--- config.mk ---
export PLATFORM = sky130hd
export DESIGN_NAME = pnm_stream_decoder
export DESIGN_NICKNAME = d
export VERILOG_FILES = /design/src/sv/pnm_pkg.sv /design/src/sv/pnm_scaler.sv /design/src/sv/pnm_stream_decoder.sv
export SDC_FILE = /design/constraint.sdc
export NUM_CORES = 1
export LEC_CHECK = 0
export BUFFER_PORTS_ARGS = -buffer_cell sky130_fd_sc_hd__buf_2
export CAP_MARGIN = 40
export CORE_UTILIZATION = 62
export DETAILED_ROUTE_END_ITERATION = 16
export HOLD_SLACK_MARGIN = 0.05
export PLACE_DENSITY = 0.85
export SLEW_MARGIN = 20
export SYNTH_ARGS = -nofsm -noshare
export SYNTH_HDL_FRONTEND = slang
export SYNTH_SLANG_ARGS = --single-unit
export TNS_END_PERCENT = 5
--- constraint.sdc ---
create_clock -name clk_i -period 12.2 [get_ports clk_i]
set_input_delay 1.83 -clock clk_i [delete_from_list [all_inputs] [get_ports clk_i]]
set_output_delay 1.83 -clock clk_i [all_outputs]
set_load 0.05 [all_outputs]
--- src/sv/pnm_pkg.sv ---
// ----------------------------------------------------------------------------
// pnm_pkg
// Shared constants and byte-class functions for the pnm stream decoder.
// ----------------------------------------------------------------------------
package pnm_pkg;

  localparam int unsigned DimBits        = 14;
  localparam int unsigned AccBits        = 17;
  localparam int unsigned ValBits        = 16;

  localparam logic [1:0] KindPixel  = 2'd0;
  localparam logic [1:0] KindHeader = 2'd1;
  localparam logic [1:0] KindError  = 2'd2;

  localparam logic [2:0] ErrNone    = 3'd0;
  localparam logic [2:0] ErrMagic   = 3'd1;
  localparam logic [2:0] ErrDigit   = 3'd2;
  localparam logic [2:0] ErrZero    = 3'd3;
  localparam logic [2:0] ErrToken   = 3'd4;
  localparam logic [2:0] ErrTooBig  = 3'd5;

  localparam logic [2:0] FmtAsciiBit  = 3'd0;
  localparam logic [2:0] FmtAsciiGray = 3'd1;
  localparam logic [2:0] FmtAsciiRgb  = 3'd2;
  localparam logic [2:0] FmtRawBit    = 3'd3;
  localparam logic [2:0] FmtRawGray   = 3'd4;
  localparam logic [2:0] FmtRawRgb    = 3'd5;

  localparam logic [7:0] ChP    = 8'h50;
  localparam logic [7:0] ChHash = 8'h23;
  localparam logic [7:0] ChLf   = 8'h0a;
  localparam logic [7:0] Ch0    = 8'h30;
  localparam logic [7:0] Ch1    = 8'h31;
  localparam logic [7:0] Ch6    = 8'h36;
  localparam logic [7:0] Ch9    = 8'h39;
  localparam logic [AccBits-1:0] AccMax = 17'h1ffff;

  function automatic logic is_space(input logic [7:0] b);
    is_space = (b == 8'h20) || (b >= 8'h09 && b <= 8'h0d);
  endfunction

  function automatic logic is_digit(input logic [7:0] b);
    is_digit = (b >= Ch0) && (b <= Ch9);
  endfunction

endpackage

--- src/sv/pnm_scaler.sv ---
// ----------------------------------------------------------------------------
// pnm_scaler
// Iterative restoring divider: 255*v/maxval, one quotient bit per cycle; gives 255 when v exceeds maxval.
// ----------------------------------------------------------------------------
module pnm_scaler (
  input  logic                       clk_i,
  input  logic                       rst_ni,
  input  logic                       start_i,
  input  logic [pnm_pkg::AccBits-1:0] value_i,
  input  logic [pnm_pkg::ValBits-1:0] maxval_i,
  output logic                       done_o,
  output logic [7:0]                 level_o
);
  import pnm_pkg::*;

  // quotient is below 256 once v <= maxval, so 8 steps suffice
  logic [24:0] prod255;
  logic [7:0]  lo_q, lo_d;
  logic [16:0] rem_q, rem_d;
  logic [15:0] div_q, div_d;
  logic [7:0]  quo_q, quo_d;
  logic [3:0]  cnt_q, cnt_d;
  logic        busy_q, busy_d, done_q, done_d;
  logic [16:0] trial;
  logic [15:0] m;

  assign m = (maxval_i == '0) ? 16'd1 : maxval_i;

  always_comb begin
    lo_d = lo_q; rem_d = rem_q; div_d = div_q; quo_d = quo_q;
    cnt_d = cnt_q; busy_d = busy_q; done_d = 1'b0;
    trial = '0; prod255 = '0;
    if (start_i) begin
      div_d = m;
      if (value_i > {1'b0, m}) begin
        quo_d = 8'hff; done_d = 1'b1;
      end else begin
        // 255*v = (v<<8) - v, first rem holds the top bits above the 8 we shift in
        prod255 = 25'({value_i, 8'h00}) - 25'(value_i);
        lo_d = prod255[7:0];
        rem_d = prod255[24:8];
        quo_d = '0; cnt_d = 4'd8; busy_d = 1'b1;
      end
    end else if (busy_q) begin
      trial = {rem_q[15:0], lo_q[3'(cnt_q - 4'd1)]};
      if (trial >= {1'b0, div_q}) begin
        rem_d = trial - {1'b0, div_q};
        quo_d = {quo_q[6:0], 1'b1};
      end else begin
        rem_d = trial;
        quo_d = {quo_q[6:0], 1'b0};
      end
      cnt_d = cnt_q - 4'd1;
      if (cnt_q == 4'd1) begin
        busy_d = 1'b0; done_d = 1'b1;
      end
    end
  end

  always_ff @(posedge clk_i or negedge rst_ni) begin
    if (!rst_ni) begin
      busy_q <= 1'b0; done_q <= 1'b0; cnt_q <= '0;
    end else begin
      busy_q <= busy_d; done_q <= done_d; cnt_q <= cnt_d;
    end
  end

  always_ff @(posedge clk_i) begin
    lo_q <= lo_d; rem_q <= rem_d; div_q <= div_d; quo_q <= quo_d;
  end

  assign done_o  = done_q;
  assign level_o = quo_q;
endmodule

--- src/sv/pnm_stream_decoder.sv ---
// ----------------------------------------------------------------------------
// pnm_stream_decoder
// Byte-serial netpbm decoder, P1 to P6, emitting header, pixel and error items.
// ----------------------------------------------------------------------------
//  channel  dir  contents
//  s_axis   in   tdata: data_byte[7:0]; tuser: file_start
//  m_axis   out  tdata: kind..last_of_image packed; tlast: last_of_run
//
//  one byte at a time; not ready until all its results are handed over
//  scaled samples: the byte or number runs through the divider, and the next byte
//  is taken once the divider is done and any pixel that it gives is handed over
//  raw bitmap bytes give up to 8 pixels, one per output transaction
//  async active-low reset returns the parser to waiting for the magic byte
module pnm_stream_decoder (
  input  logic        clk_i,
  input  logic        rst_ni,
  input  logic        s_axis_tvalid,
  output logic        s_axis_tready,
  input  logic [7:0]  s_axis_tdata,   // data_byte[7:0]
  input  logic        s_axis_tuser,   // file_start
  output logic        m_axis_tvalid,
  input  logic        m_axis_tready,
  // kind[1:0] error_code[4:2] format[7:5] image_width[21:8] image_height[35:22]
  // red[43:36] green[51:44] blue[59:52] column[73:60] row[87:74]
  // last_of_image[88], zero pad to 96
  output logic [95:0] m_axis_tdata,
  output logic        m_axis_tlast    // last_of_run
);
  import pnm_pkg::*;

  typedef enum logic [3:0] {
    PhMagic, PhDigit, PhWidth, PhHeight, PhMaxval, PhData, PhDone, PhError
  } phase_e;
  typedef enum logic [2:0] {
    StIdle, StScale, StBits, StOut
  } state_e;

  localparam logic [AccBits-1:0] DimMax = AccBits'((1 << DimBits) - 1);

  phase_e ph_q, ph_d;
  state_e st_q, st_d;
  logic [2:0] fmt_q, fmt_d;
  logic [13:0] w_q, w_d, h_q, h_d, col_q, col_d, row_q, row_d;
  logic [15:0] mx_q, mx_d;
  logic [AccBits-1:0] acc_q, acc_d;
  logic tok_q, tok_d, cmt_q, cmt_d;
  logic [1:0] ch_q, ch_d;
  logic [7:0] hr_q, hr_d, hg_q, hg_d;
  logic [7:0] byte_q, byte_d;
  logic [3:0] bit_q, bit_d;
  logic [95:0] od_q, od_d;
  logic ov_q, ov_d, ol_q, ol_d;
  logic sc_start;
  logic [AccBits-1:0] sc_val;
  logic sc_done;
  logic [7:0] sc_lvl;

  pnm_scaler u_scaler (
    .clk_i, .rst_ni, .start_i(sc_start), .value_i(sc_val), .maxval_i(mx_q),
    .done_o(sc_done), .level_o(sc_lvl)
  );

  always_comb begin : main
    logic [7:0] b;
    logic [AccBits+3:0] prod;
    logic [13:0] nc, nr;
    logic lastimg, bitmore;
    logic [1:0] kind;
    logic [2:0] ec;
    logic [7:0] pr, pg, pb;
    logic emit, done_byte, fin;
    logic [AccBits-1:0] v;
    ph_d = ph_q; st_d = st_q; fmt_d = fmt_q; w_d = w_q; h_d = h_q;
    col_d = col_q; row_d = row_q; mx_d = mx_q; acc_d = acc_q; tok_d = tok_q;
    cmt_d = cmt_q; ch_d = ch_q; hr_d = hr_q; hg_d = hg_q; byte_d = byte_q;
    bit_d = bit_q; od_d = od_q; ov_d = ov_q; ol_d = ol_q;
    sc_start = 1'b0; sc_val = '0;
    b = s_axis_tdata; prod = '0; v = '0;
    emit = 1'b0; done_byte = 1'b0; fin = 1'b0;
    kind = KindPixel; ec = ErrNone; pr = '0; pg = '0; pb = '0;
    nc = '0; nr = '0; lastimg = 1'b0; bitmore = 1'b0;
    if (ov_q && m_axis_tready) ov_d = 1'b0;
    case (st_q)
      StIdle: begin
        if (s_axis_tvalid && !ov_q) begin
          if (s_axis_tuser) begin
            ph_d = PhMagic; fmt_d = '0; w_d = '0; h_d = '0; mx_d = '0;
            acc_d = '0; tok_d = 1'b0; cmt_d = 1'b0; col_d = '0; row_d = '0;
            ch_d = '0; hr_d = '0; hg_d = '0;
          end
          byte_d = b;
          case (s_axis_tuser ? PhMagic : ph_q)
            PhMagic: begin
              if (b == ChP) ph_d = PhDigit;
              else begin emit = 1'b1; kind = KindError; ec = ErrMagic; end
            end
            PhDigit: begin
              if (b >= Ch1 && b <= Ch6) begin
                fmt_d = 3'(b - Ch1); ph_d = PhWidth;
              end else begin emit = 1'b1; kind = KindError; ec = ErrDigit; end
            end
            PhWidth, PhHeight, PhMaxval: begin
              if (cmt_q) begin
                if (b == ChLf) cmt_d = 1'b0;
              end else if (is_digit(b)) begin
                prod = 21'(acc_q) * 21'd10 + 21'(b - Ch0);
                acc_d = (prod > 21'(AccMax)) ? AccMax : AccBits'(prod);
                tok_d = 1'b1;
              end else if (is_space(b)) begin
                if (tok_q) begin
                  tok_d = 1'b0; acc_d = '0; v = acc_q;
                  if (v == '0) begin emit = 1'b1; kind = KindError; ec = ErrZero; end
                  else if (ph_q != PhMaxval && v > DimMax) begin
                    emit = 1'b1; kind = KindError; ec = ErrTooBig;
                  end else if (ph_q == PhMaxval && v > 17'hffff) begin
                    emit = 1'b1; kind = KindError; ec = ErrTooBig;
                  end else if (ph_q == PhWidth) begin
                    w_d = 14'(v); ph_d = PhHeight;
                  end else begin
                    if (ph_q == PhHeight) h_d = 14'(v); else mx_d = 16'(v);
                    if (ph_q == PhHeight && !(fmt_q == FmtAsciiBit ||
                        fmt_q == FmtRawBit)) ph_d = PhMaxval;
                    else begin
                      ph_d = PhData; col_d = '0; row_d = '0; ch_d = '0;
                      emit = 1'b1; kind = KindHeader;
                    end
                  end
                end
              end else if (b == ChHash && !tok_q) cmt_d = 1'b1;
              else begin emit = 1'b1; kind = KindError; ec = ErrToken; end
            end
            PhData: begin
              if (fmt_q == FmtAsciiBit) begin
                if (cmt_q) begin
                  if (b == ChLf) cmt_d = 1'b0;
                end else if (b == Ch0 || b == Ch1) begin
                  fin = 1'b1; pr = (b == Ch0) ? 8'hff : 8'h00; pg = pr; pb = pr;
                end else if (b == ChHash) cmt_d = 1'b1;
                else if (!is_space(b)) begin
                  emit = 1'b1; kind = KindError; ec = ErrToken;
                end
              end else if (fmt_q == FmtRawBit) begin
                bit_d = 4'd7; st_d = StBits;
              end else if (fmt_q == FmtRawGray || fmt_q == FmtRawRgb) begin
                sc_start = 1'b1; sc_val = AccBits'(b); st_d = StScale;
              end else begin
                if (cmt_q) begin
                  if (b == ChLf) cmt_d = 1'b0;
                end else if (is_digit(b)) begin
                  prod = 21'(acc_q) * 21'd10 + 21'(b - Ch0);
                  acc_d = (prod > 21'(AccMax)) ? AccMax : AccBits'(prod);
                  tok_d = 1'b1;
                end else if (is_space(b)) begin
                  if (tok_q) begin
                    tok_d = 1'b0; acc_d = '0;
                    sc_start = 1'b1; sc_val = acc_q; st_d = StScale;
                  end
                end else if (b == ChHash && !tok_q) cmt_d = 1'b1;
                else begin emit = 1'b1; kind = KindError; ec = ErrToken; end
              end
            end
            default: ;
          endcase
          if (emit && kind == KindError) ph_d = PhError;
          done_byte = 1'b1;
        end
      end
      StScale: begin
        if (sc_done) begin
          done_byte = 1'b1;
          if (fmt_q == FmtAsciiGray || fmt_q == FmtRawGray) begin
            fin = 1'b1; pr = sc_lvl; pg = sc_lvl; pb = sc_lvl;
          end else if (ch_q == 2'd0) begin hr_d = sc_lvl; ch_d = 2'd1; end
          else if (ch_q == 2'd1) begin hg_d = sc_lvl; ch_d = 2'd2; end
          else begin
            ch_d = 2'd0; fin = 1'b1; pr = hr_q; pg = hg_q; pb = sc_lvl;
          end
          st_d = StIdle;
        end
      end
      StBits: begin
        if (!ov_q || m_axis_tready) begin
          pr = byte_q[bit_q[2:0]] ? 8'h00 : 8'hff; pg = pr; pb = pr;
          fin = 1'b1;
          bitmore = 1'b1;
        end
      end
      default: st_d = StIdle;
    endcase
    if (fin) begin
      nc = col_q + 14'd1; nr = row_q;
      if (nc >= w_q) begin
        nc = '0; nr = row_q + 14'd1;
        if (nr >= h_q) begin lastimg = 1'b1; ph_d = PhDone; end
      end
      col_d = nc; row_d = nr;
      emit = 1'b1; kind = KindPixel;
    end
    if (emit) begin
      ov_d = 1'b1;
      // raw bitmap: stop at end of row or after the last bit
      ol_d = bitmore ? (bit_q == 4'd0 || nr != row_q) : 1'b1;
      od_d = '0;
      // header fields as they stand after this byte
      od_d[1:0] = kind; od_d[4:2] = ec; od_d[7:5] = fmt_d;
      od_d[21:8] = w_d; od_d[35:22] = h_d;
      od_d[43:36] = pr; od_d[51:44] = pg; od_d[59:52] = pb;
      od_d[73:60] = fin ? col_q : 14'd0; od_d[87:74] = fin ? row_q : 14'd0;
      od_d[88] = lastimg;
      if (bitmore) begin
        if (ol_d) st_d = StIdle; else bit_d = bit_q - 4'd1;
      end
    end
    if (done_byte && !bitmore && st_d == StIdle) st_d = StIdle;
  end

  always_ff @(posedge clk_i or negedge rst_ni) begin
    if (!rst_ni) begin
      ph_q <= PhMagic; st_q <= StIdle; fmt_q <= '0; w_q <= '0; h_q <= '0;
      col_q <= '0; row_q <= '0; mx_q <= '0; acc_q <= '0; tok_q <= 1'b0;
      cmt_q <= 1'b0; ch_q <= '0; hr_q <= '0; hg_q <= '0; ov_q <= 1'b0;
      ol_q <= 1'b0; bit_q <= '0;
    end else begin
      ph_q <= ph_d; st_q <= st_d; fmt_q <= fmt_d; w_q <= w_d; h_q <= h_d;
      col_q <= col_d; row_q <= row_d; mx_q <= mx_d; acc_q <= acc_d;
      tok_q <= tok_d; cmt_q <= cmt_d; ch_q <= ch_d; hr_q <= hr_d;
      hg_q <= hg_d; ov_q <= ov_d; ol_q <= ol_d; bit_q <= bit_d;
    end
  end

  always_ff @(posedge clk_i) begin
    byte_q <= byte_d; od_q <= od_d;
  end

  assign s_axis_tready = (st_q == StIdle) && !ov_q;
  assign m_axis_tvalid = ov_q;
  assign m_axis_tdata  = od_q;
  assign m_axis_tlast  = ol_q;
endmodule

Word-level counts from Yosys, hierarchy flattened:

Cells that the tools add are included.

* reductions and logical operators: 47
* multiply operators: 1
* muxes and demuxes: 334
* eq/ne operators: 33
* magnitude comparators: 15
* bitwise logic cells: 3
* $add $sub $neg: 9

Operator list (number)
* $mux 14: 56
* $mux 17: 19
* $mux 16: 16
* $mux 8: 32
* $mux 3: 38
* $mux 4: 27
* $mux 1: 89
* $mux 2: 39
* $pmux 8 s3: 3
* $pmux 17 s2: 1
* $eq 8x6->1 const B: 4
* $pmux 8 s2: 2
* $add 14x1->14 const B: 2
* $ge 14x14->1: 2
* $sub 24x17->24: 1
* $add 21x21->21: 1
* $gt 21x17->1 const B: 1
* $mul 17x3->20 const B: 1
* $ge 17x16->1: 1
* $gt 17x14->1 const B: 1
* $gt 17x16->1: 1
* $gt 17x16->1 const B: 1
* $logic_not 17->1: 1
* $eq 4x2->1 const B: 4
* other kinds (45): 99

* input bits: 13
* output and inout bits: 99
* register bits after elaboration: 276

Logic depth before layout (Yosys ltp):

Gate-level depths: netlist of run 1.

* word-level depth: 24
* depth in mapped cells: 21

Modules after synthesis:

From an unflattened synthesis of run 1, not the netlist that was laid out.

* cell total of the unflattened synthesis: 1921
* area total of the unflattened synthesis: 18162.4 um^2

Modules (own cells, without submodules)
* pnm_stream_decoder: area each 13683.1 um^2, cells each 1445, instances 1
* pnm_scaler: area each 4479.3 um^2, cells each 476, instances 1

Worst setup path before layout of run 1:

OpenSTA, ideal clock, no wires.

* kind: input to register
* start: input s_axis_tdata[0]
* end: register od_q[0] (netlist: m_axis_tdata[0]) (enable)
* setup time: 0.663 ns
* stages: 9
* slack: 1.832 ns
* arrival time: 9.704 ns
* path buffers: 0
* path through: inv_1 > ha_1 > o21bai_1 > a311oi_1 > nor2_1 > a22oi_1 > or4_1 > o2111a_1 > o21ai_0

* longest elaborated chain between the ends: 15
* elaborated cells on any way between the ends: 45
* those cells by class: order compare (6); eq/ne (5); mux (28); reduce/logical (6)

Ends and longest elaborated chain
* from (decl): RTL line pnm_stream_decoder.sv:19 `input logic [7:0] s_axis_tdata,`
* $ge 8x4->1, or another cell as far along: RTL line pnm_pkg.sv:39 `is_space = (b == 8'h20) || (b >= 8'h09 && b <= 8'h0d);`
* $logic_and 1x1->1, on equally long branches: RTL line pnm_pkg.sv:39, pnm_stream_decoder.sv:129, pnm_stream_decoder.sv:158
* $logic_or 1x1->1 or $mux 1 (tied branches): RTL line pnm_pkg.sv:39, pnm_stream_decoder.sv:129, pnm_stream_decoder.sv:158
* $mux 1: RTL line pnm_stream_decoder.sv:153 `end else if (is_space(b)) begin`
* $mux 1: RTL line pnm_stream_decoder.sv:149 `end else if (is_digit(b)) begin`
* $mux 1: RTL line pnm_stream_decoder.sv:147 `if (cmt_q) begin`
* $mux 1: RTL line pnm_stream_decoder.sv:144 `end else if (fmt_q == FmtRawGray || fmt_q == FmtRawRgb) begin`
* $mux 1: RTL line pnm_stream_decoder.sv:142 `end else if (fmt_q == FmtRawBit) begin`
* $mux 1: RTL line pnm_stream_decoder.sv:133 `if (fmt_q == FmtAsciiBit) begin`
* $pmux 1 s4: RTL line pnm_stream_decoder.sv:92 `case (s_axis_tuser ? PhMagic : ph_q)`
* $mux 1: RTL line pnm_stream_decoder.sv:85 `if (s_axis_tvalid && !ov_q) begin`
* $mux 1: RTL line pnm_stream_decoder.sv:83 `case (st_q)`
* $mux 1: RTL line pnm_stream_decoder.sv:85
* $mux 1: RTL line pnm_stream_decoder.sv:83
* $mux 1 *: RTL line pnm_stream_decoder.sv:190 `if (fin) begin`
* named net main.emit: RTL line pnm_stream_decoder.sv:71 `logic emit, done_byte, fin;`
* to (signal assigned): RTL line pnm_stream_decoder.sv:232 `byte_q <= byte_d; od_q <= od_d;`
* to (decl): RTL line pnm_stream_decoder.sv:51 `logic [95:0] od_q, od_d;`

Mark *: on every way through the listed nets, which the timed path passes. The rest lies on a longest branch. The select of a mux whose other input is x is not followed.
A chain may end at the register's enable or synchronous reset.

Worst setup path after layout of run 1:

* start: input s_axis_tvalid
* end: register u_scaler.rem_q[14] (enable)

* longest elaborated chain between the ends: 6
* elaborated cells on any way between the ends: 9
* those cells by class: order compare (1); eq/ne (1); mux (4); reduce/logical (3)

Ends and longest elaborated chain
* from (decl): RTL line pnm_stream_decoder.sv:17 `input logic s_axis_tvalid,`
* $logic_and 1x1->1 *: RTL line pnm_stream_decoder.sv:85
* $mux 17: RTL line pnm_stream_decoder.sv:85
* $mux 17: RTL line pnm_stream_decoder.sv:83
* $gt 17x16->1: RTL line pnm_scaler.sv:35 `if (value_i > {1'b0, m}) begin`
* $ne 2x2->1 (no line)
* $reduce_and 2->1 (no line) *
* to (signal assigned): RTL line pnm_scaler.sv:69 `lo_q <= lo_d; rem_q <= rem_d; div_q <= div_d; quo_q <= quo_d;`
* to (decl): RTL line pnm_scaler.sv:19 `logic [16:0] rem_q, rem_d;`

Every way passes the cells marked *; elsewhere a longest branch is shown, timed or not.

==> results.sh, run 1 <==
export IMPL_maxCapViolCount=0
export IMPL_fin_skew_ps=17.48
export IMPL_ys_types=86
export IMPL_port_buffers=104
export IMPL_p_int_mw=1.640
export IMPL_seq_area_um2=7632
export IMPL_multiInputGateArea_um2=8921
export IMPL_num_rows=60
export IMPL_mostFrequentLayoutCells="150 x nand2_1, 145 x edfxtp_1, 134 x ha_1"
export IMPL_grt_usage_pct=33.12
export IMPL_swShare_pct=27.46
export IMPL_clock_sinks=276
export IMPL_synth_edf_count=145
export IMPL_cts_setup_buffers=0
export IMPL_syn_inst=1774
export IMPL_yosys_area_share_adder_pct=9.996
export IMPL_layout_drive_gt1_share_pct=12.27
export IMPL_path_delay_family="simple AND/OR/NAND/NOR gates"
export IMPL_hold_ws_ps=485.3
export IMPL_die_w_um=169.4
export IMPL_power_density_nw_per_um2=117.7
export IMPL_tns_ps=0
export IMPL_worst_pin_slew_ps=853.9
export IMPL_die_y_um=169.4
export IMPL_synthMuxAreaShare_pct=3.255
export IMPL_async_reset_ff_share_pct=47.46
export IMPL_grt_pass1_wl_um=74200
export IMPL_hold_path_class="reg2reg"
export IMPL_pwr_share_clk_pct=40.2
export IMPL_synth_main_ff_cell="edfxtp_1"
export IMPL_drt_iter0_markers=1533
export IMPL_crit_top_cell="o21a_1"
export IMPL_drtPass1Iterations=9
export IMPL_final_setup_viol_count=0
export IMPL_fillCellCount=2002
export IMPL_instances_no_fill=2241
export IMPL_antenna_found_initial=2
export IMPL_reg2reg_depth=16
export IMPL_syn_avg_cell_area_um2=9.794
export IMPL_crit_chain="buf_2 > nand2b_1 > or4_4 > clkinv_2 > nand2_2 > nor2_1 > o21ai_2 > buf_4 > a21oi_1 > ha_1 > nor2b_1 > o21a_1 > o21a_1 > o21a_1 > o21ai_0 > a31oi_1 > o21ai_0 > and2_1"
export IMPL_finalMaxSlewViolations=0
export IMPL_grt_max_degree=76
export IMPL_dieArea_um2=28700
export IMPL_irDropWorstVdd_v=0.0001052
export IMPL_cts_max_path_buffers=3
export IMPL_yosys_warnings=0
export IMPL_post_cts_resize_count=0
export IMPL_cts_buffers=28
export IMPL_worstPathMaxFanout=39
export IMPL_pwr_share_comb_pct=13.4
export IMPL_place_inst=2180
export IMPL_fin_crit_sh_pct=52.98
export IMPL_synth_xor_area_share_pct=4.364
export IMPL_grt_ovfl_total=0
export IMPL_p_switching_uw=620.9
export IMPL_fmax_ghz=0.1547
export IMPL_slowest_stage="and2_1"
export IMPL_period_minus_slack_ps=6464
export IMPL_syn_to_final_growth_pct=10.56
export IMPL_pwr_share_seq_pct=46.4
export IMPL_yosysSeqAreaShare_pct=43.93
export IMPL_clkTransAtPathRegs_ps=60
export IMPL_dpl_hpwl_um=33920
export IMPL_total_power_mw=2.261
export IMPL_cp_start_kind="input port"
export IMPL_synth_seq_cells=276
export IMPL_cts_hold_buf=0
export IMPL_core_area_um2=27250
export IMPL_grt_setup_unrepaired="no"
export IMPL_drt_vias_per_instance=6.403
export IMPL_synth_compound_area_share_pct=18.28
export IMPL_final_common_cell="nand2_1"
export IMPL_cts_root_buf="clkbuf_16"
export IMPL_cp_depth=18
export IMPL_end_kind="register"
export IMPL_timing_slew_headroom_pct=42.55
export IMPL_synth_top_family_by_area="compound AO/OA/AOI/OAI gates"
export IMPL_vias=14350
export IMPL_worstSetupPathType="in2reg"
export IMPL_crit_required_ps=12380
export IMPL_critPathArrivalTime_ps=6640
export IMPL_clock_latency_ps=550
export IMPL_ant_nets=0
export IMPL_grt_pass1_vias=13694
export IMPL_design_area_um2=19210
export IMPL_hold_path_cell_count=1
export IMPL_wl_um=47530
export IMPL_synth_simple_area_share_pct=15.17
export IMPL_synthesis_area_um2=17370
export IMPL_cts_tree="yes"
export IMPL_placedInstanceArea_um2=18130
export IMPL_gp_congestion=0.9916
export IMPL_fin_nets=1995
export IMPL_worst_path_buf_inv=3
export IMPL_start_util_pct=63.76
export IMPL_p_leak_nw=8.505
export IMPL_finalHoldViolations=0
export IMPL_wire_per_inst_um=21.21
export IMPL_outcome="complete, no violations"
export IMPL_htreeDepth=1
export IMPL_io_pins=112
export IMPL_critPathMaxStageDelay_ps=700
export IMPL_drc=0
## layer usage
| layer | vias up | wire length (µm) | global-route usage (%) |
|---|---|---|---|
| met5 | - | 0 | 0 |
| met4 | 0 | 1827 | 12.10 |
| met3 | 132 | 3527 | 4.361 |
| met2 | 663 | 22440 | 54.82 |
| met1 | 6921 | 19730 | 44.73 |
| li1 | 6634 | - | - |
## area by class of cell
type,instances,share of cell area (%)
repair buffers,130,3.882
diodes,2,0.02606
flip-flops and latches,276,39.73
clock inverters,13,0.7882
well taps,372,2.423
multi-input cells,1289,46.44
clock buffers,39,4.351
inverters,120,2.351
## power groups by stage
stage	Combinational (mW)	Clock [mW]	Sequential [mW]
finish	0.302	0.909	1.05
CTS	0.293	0.914	1.05
global placement	0.288	0	1.07
detailed placement	0.290	0	1.07
global route	0.322	0.945	1.05
floorplan	0.160	0	1.12
## cells in the mapped netlist (12+ instances only)
master / instances / area [µm²]
nand2_1: 150 / 563.0
edfxtp_1: 145 / 4354
ha_1: 134 / 1677
dfrtp_1: 131 / 3278
inv_1: 117 / 439.2
nor2_1: 115 / 431.7
a21oi_1: 108 / 540.5
o21ai_0: 105 / 525.5
clkbuf_1: 69 / 259.0
xnor2_1: 54 / 473.0
nand3_1: 50 / 250.2
a22o_1: 48 / 420.4
nor3_1: 43 / 215.2
and2_1: 39 / 244.0
a21o_1: 33 / 247.7
xor2_1: 30 / 262.8
mux2i_1: 25 / 250.2
and3_1: 24 / 150.1
or3_1: 22 / 137.6
a31oi_1: 21 / 131.4
nand2b_1: 21 / 131.4
mux2_2: 20 / 225.2
buf_2: 14 / 70.07
o21a_1: 14 / 105.1
a22oi_1: 13 / 97.59
o21bai_1: 13 / 97.59
o22ai_1: 13 / 81.33
nand4_1: 12 / 75.07
## flip-flops by register name, indices dropped and copies added, names as in the netlist, 2 cells and up
name	cells
st_q	3
w_q	14
row_q	14
acc_q	17
hg_q	8
bit_q	4
col_q	14
byte_q	8
m_axis_tdata	89
u_scaler.rem_q	16
u_scaler.lo_q	8
u_scaler.cnt_q	4
fmt_q	3
ch_q	2
mx_q	16
u_scaler.level_o	8
ph_q	4
h_q	14
hr_q	8
u_scaler.div_q	16
## path summary, 6_finish.rpt
kind | from | to | slack (ps)
max reg2reg | st_q[0] | u_scaler.rem_q[14] | 6510
max in group asynchronous | rst_ni | ph_q[1] | 9260
min | u_scaler.done_o | st_q[0] | 490
min reg2reg | u_scaler.done_o | st_q[0] | 490
max | s_axis_tvalid | u_scaler.rem_q[14] | 5740
min in group asynchronous | rst_ni | col_q[4] | 1250
## worst register-to-register path: stages (launching register included)
cell	delay, ps
dfrtp_1	580
or4_4	750
clkinv_2	460
nand2_2	190
nor2_1	320
o21ai_2	90
buf_4	270
a21oi_1	350
ha_1	310
nor2b_1	130
o21a_1	160
o21a_1	160
o21a_1	160
o21ai_0	130
a31oi_1	150
o21ai_0	420
and2_1	700
## cell families after synthesis
logic type               count (synthesis)
other                                    1
adder cells (fa/ha/maj)                137
multiplexers                            49
AO/OA/AOI/OAI                          475
XOR/XNOR                                85
flip-flops                             276
buffers and inverters                  216
AND/OR/NAND/NOR                        535
## stage by stage
stage               setup WS (ps)  utilization (%)
floorplan                    1832                -
global placement             5459            66.50
detailed placement           5235            66.54
CTS                          5773            70.17
global route                 5339            70.49
finish                       5736            70.49
No activity file was read; power rests on OpenSTA's default activity.
==> run 2, diff against run 1 <==
clock period = 6.3 ns   (was 12.2 ns; I/O delays follow)
==> run 2 against run 1 <==
Effect of this change: critical endpoint is now acc_q[7]; sequential power up 93%; critical path depth down 1; non-clock buffer count up 11; global-route usage up 0.77 points; largest cell class unchanged; sequential share of layout area down 0.35 points; largest power group unchanged; routed wire length up 1.6%.
==> results.sh, run 2 (synthesis results as in run 1) <==
export IMPL_outcome="complete, no violations"
export IMPL_final_common_cell="nand2_1"
export IMPL_total_power_mw=4.485
export IMPL_timing_slew_headroom_pct=34.40
export IMPL_grt_use_met2_pct=55.23
export IMPL_cts_tree="yes"
export IMPL_clkTransAtPathRegs_ps=60
export IMPL_cts_root_buf="clkbuf_16"
export IMPL_reg2reg_from="acc_q[6]"
export IMPL_finalMaxSlewViolations=0
export IMPL_gp_congestion=0.9871
export IMPL_drt_vias_per_instance=6.431
export IMPL_crit_required_ps=6730
export IMPL_io_pins=112
export IMPL_worstPathMaxFanout=20
export IMPL_largest_reg_flops=89
export IMPL_grt_max_degree=77
export IMPL_dieArea_um2=28700
export IMPL_worst_pin_slew_ps=971.7
export IMPL_preCtsSetupSlack_ps=746.6
export IMPL_post_cts_resize_count=0
export IMPL_r2r_end="acc_q[7]"
export IMPL_syn_to_final_growth_pct=11.54
export IMPL_tns_ps=0
export IMPL_layout_drive_gt1_share_pct=13.02
export IMPL_p_leak_nw=8.599
export IMPL_fmax_ghz=0.1858
export IMPL_mostFrequentLayoutCells="150 x nand2_1, 145 x edfxtp_1, 134 x ha_1"
export IMPL_grt_setup_unrepaired="no"
export IMPL_grt_busiest_layer="met2"
export IMPL_final_util_pct=71.11
export IMPL_period_minus_slack_ps=5381
export IMPL_reg2reg_slack_ps=920
export IMPL_wire_per_inst_um=21.42
export IMPL_grt_usage_pct=33.89
export IMPL_antenna_found_initial=2
export IMPL_worstSetupPathType="reg2reg"
export IMPL_critPathArrivalTime_ps=5810
export IMPL_irDropWorstVdd_v=0.0002869
export IMPL_wl_um=48290
export IMPL_num_rows=60
export IMPL_clock_latency_ps=590
export IMPL_start_util_pct=63.76
export IMPL_dpl_hpwl_um=34410
export IMPL_setup_ws_ps=918.8
export IMPL_grt_pass1_vias=14123
export IMPL_grt_met3_usage_pct=6.576
export IMPL_htreeDepth=1
export IMPL_ant_nets=0
export IMPL_drc=0
export IMPL_end_kind="register"
export IMPL_cts_max_path_buffers=3
export IMPL_vias=14496
export IMPL_fin_crit_sh_pct=85.42
export IMPL_cts_hold_buf=0
export IMPL_final_setup_viol_count=0
export IMPL_grt_use_met1_pct=43.98
export IMPL_reg2reg_depth=17
export IMPL_cts_buffers=30
export IMPL_grt_ovfl_total=0
export IMPL_fin_nets=2008
export IMPL_drtPass1Iterations=5
export IMPL_drt_iter0_markers=1660
export IMPL_die_y_um=169.4
export IMPL_cts_setup_buffers=0
export IMPL_cp_start_kind="register"
export IMPL_port_buffers=104
export IMPL_clock_sinks=276
export IMPL_antennaDiodeCount=0
export IMPL_power_density_nw_per_um2=231.4
export IMPL_die_w_um=169.4
export IMPL_hold_path_class="in2async"
export IMPL_core_area_um2=27250
export IMPL_maxCapViolCount=0
export IMPL_hold_ws_ps=368.7
export IMPL_fin_skew_ps=23.86
export IMPL_finalHoldViolations=0
export IMPL_grt_pass1_wl_um=75590
## run 2: worst max-delay path by stage
stage	cells past startpoint	startpoint	slack [ps]	endpoint
5_1_grt	19	acc_q[1]	590	acc_q[11]
3_5_place_dp	20	s_axis_tdata[0]	750	u_scaler.rem_q[10]
6_report	17	acc_q[6]	920	acc_q[7]
3_3_place_gp	20	s_axis_tdata[0]	980	u_scaler.rem_q[10]
2_1_floorplan	9	s_axis_tdata[0]	980	m_axis_tdata[0]
4_1_cts	18	acc_q[1]	1060	acc_q[12]
## run 2: where the power goes
part | internal [mW] | leakage [nW] | switching, mW
clock network | 1.13 | 0.520 | 0.738
registers | 1.97 | 3.11 | 0.0599
logic | 0.154 | 4.96 | 0.437
total | 3.25 | 8.60 | 1.23
## run 2: cell type report
type	count	area [µm²]
clock buffer	41	864.6
clock inverter	15	206.4
fill	2026	7873
inverter	120	451.7
multi-input combinational	1289	8924
sequential	276	7632
tap	372	465.4
timing repair buffer	141	834.6
## run 2: routing by layer
layer / vias up / share of wire, % / wire length (µm)
met5: - / 0.064 / 31
met4: 4 / 4.5 / 2192
met3: 157 / 8.3 / 4004
met2: 702 / 47 / 22520
met1: 6994 / 40 / 19540
li1: 6639 / - / -
## run 2: worst max-delay path, cell delays in order (launching register included)
cell      delay, ps
dfrtp_1         760
ha_1            340
ha_1            360
a21o_1          210
a31oi_1         130
o21ai_1         140
o21ai_0         460
nor2_1           70
o21ai_0         160
a21oi_1          90
ha_1            390
and3_1          240
nor4bb_1        280
a21oi_1         140
o21ai_0         290
xnor3_1         540
o311ai_0        510
nand3_1         120
## run 2: metrics by stage
step	cells	area (µm²)
3_5_place_dp	2190	18250
6_report	2254	19380
3_3_place_gp	2186	18200
4_1_cts	2246	19320
5_1_grt	2254	19380
2_1_floorplan	1781	17400
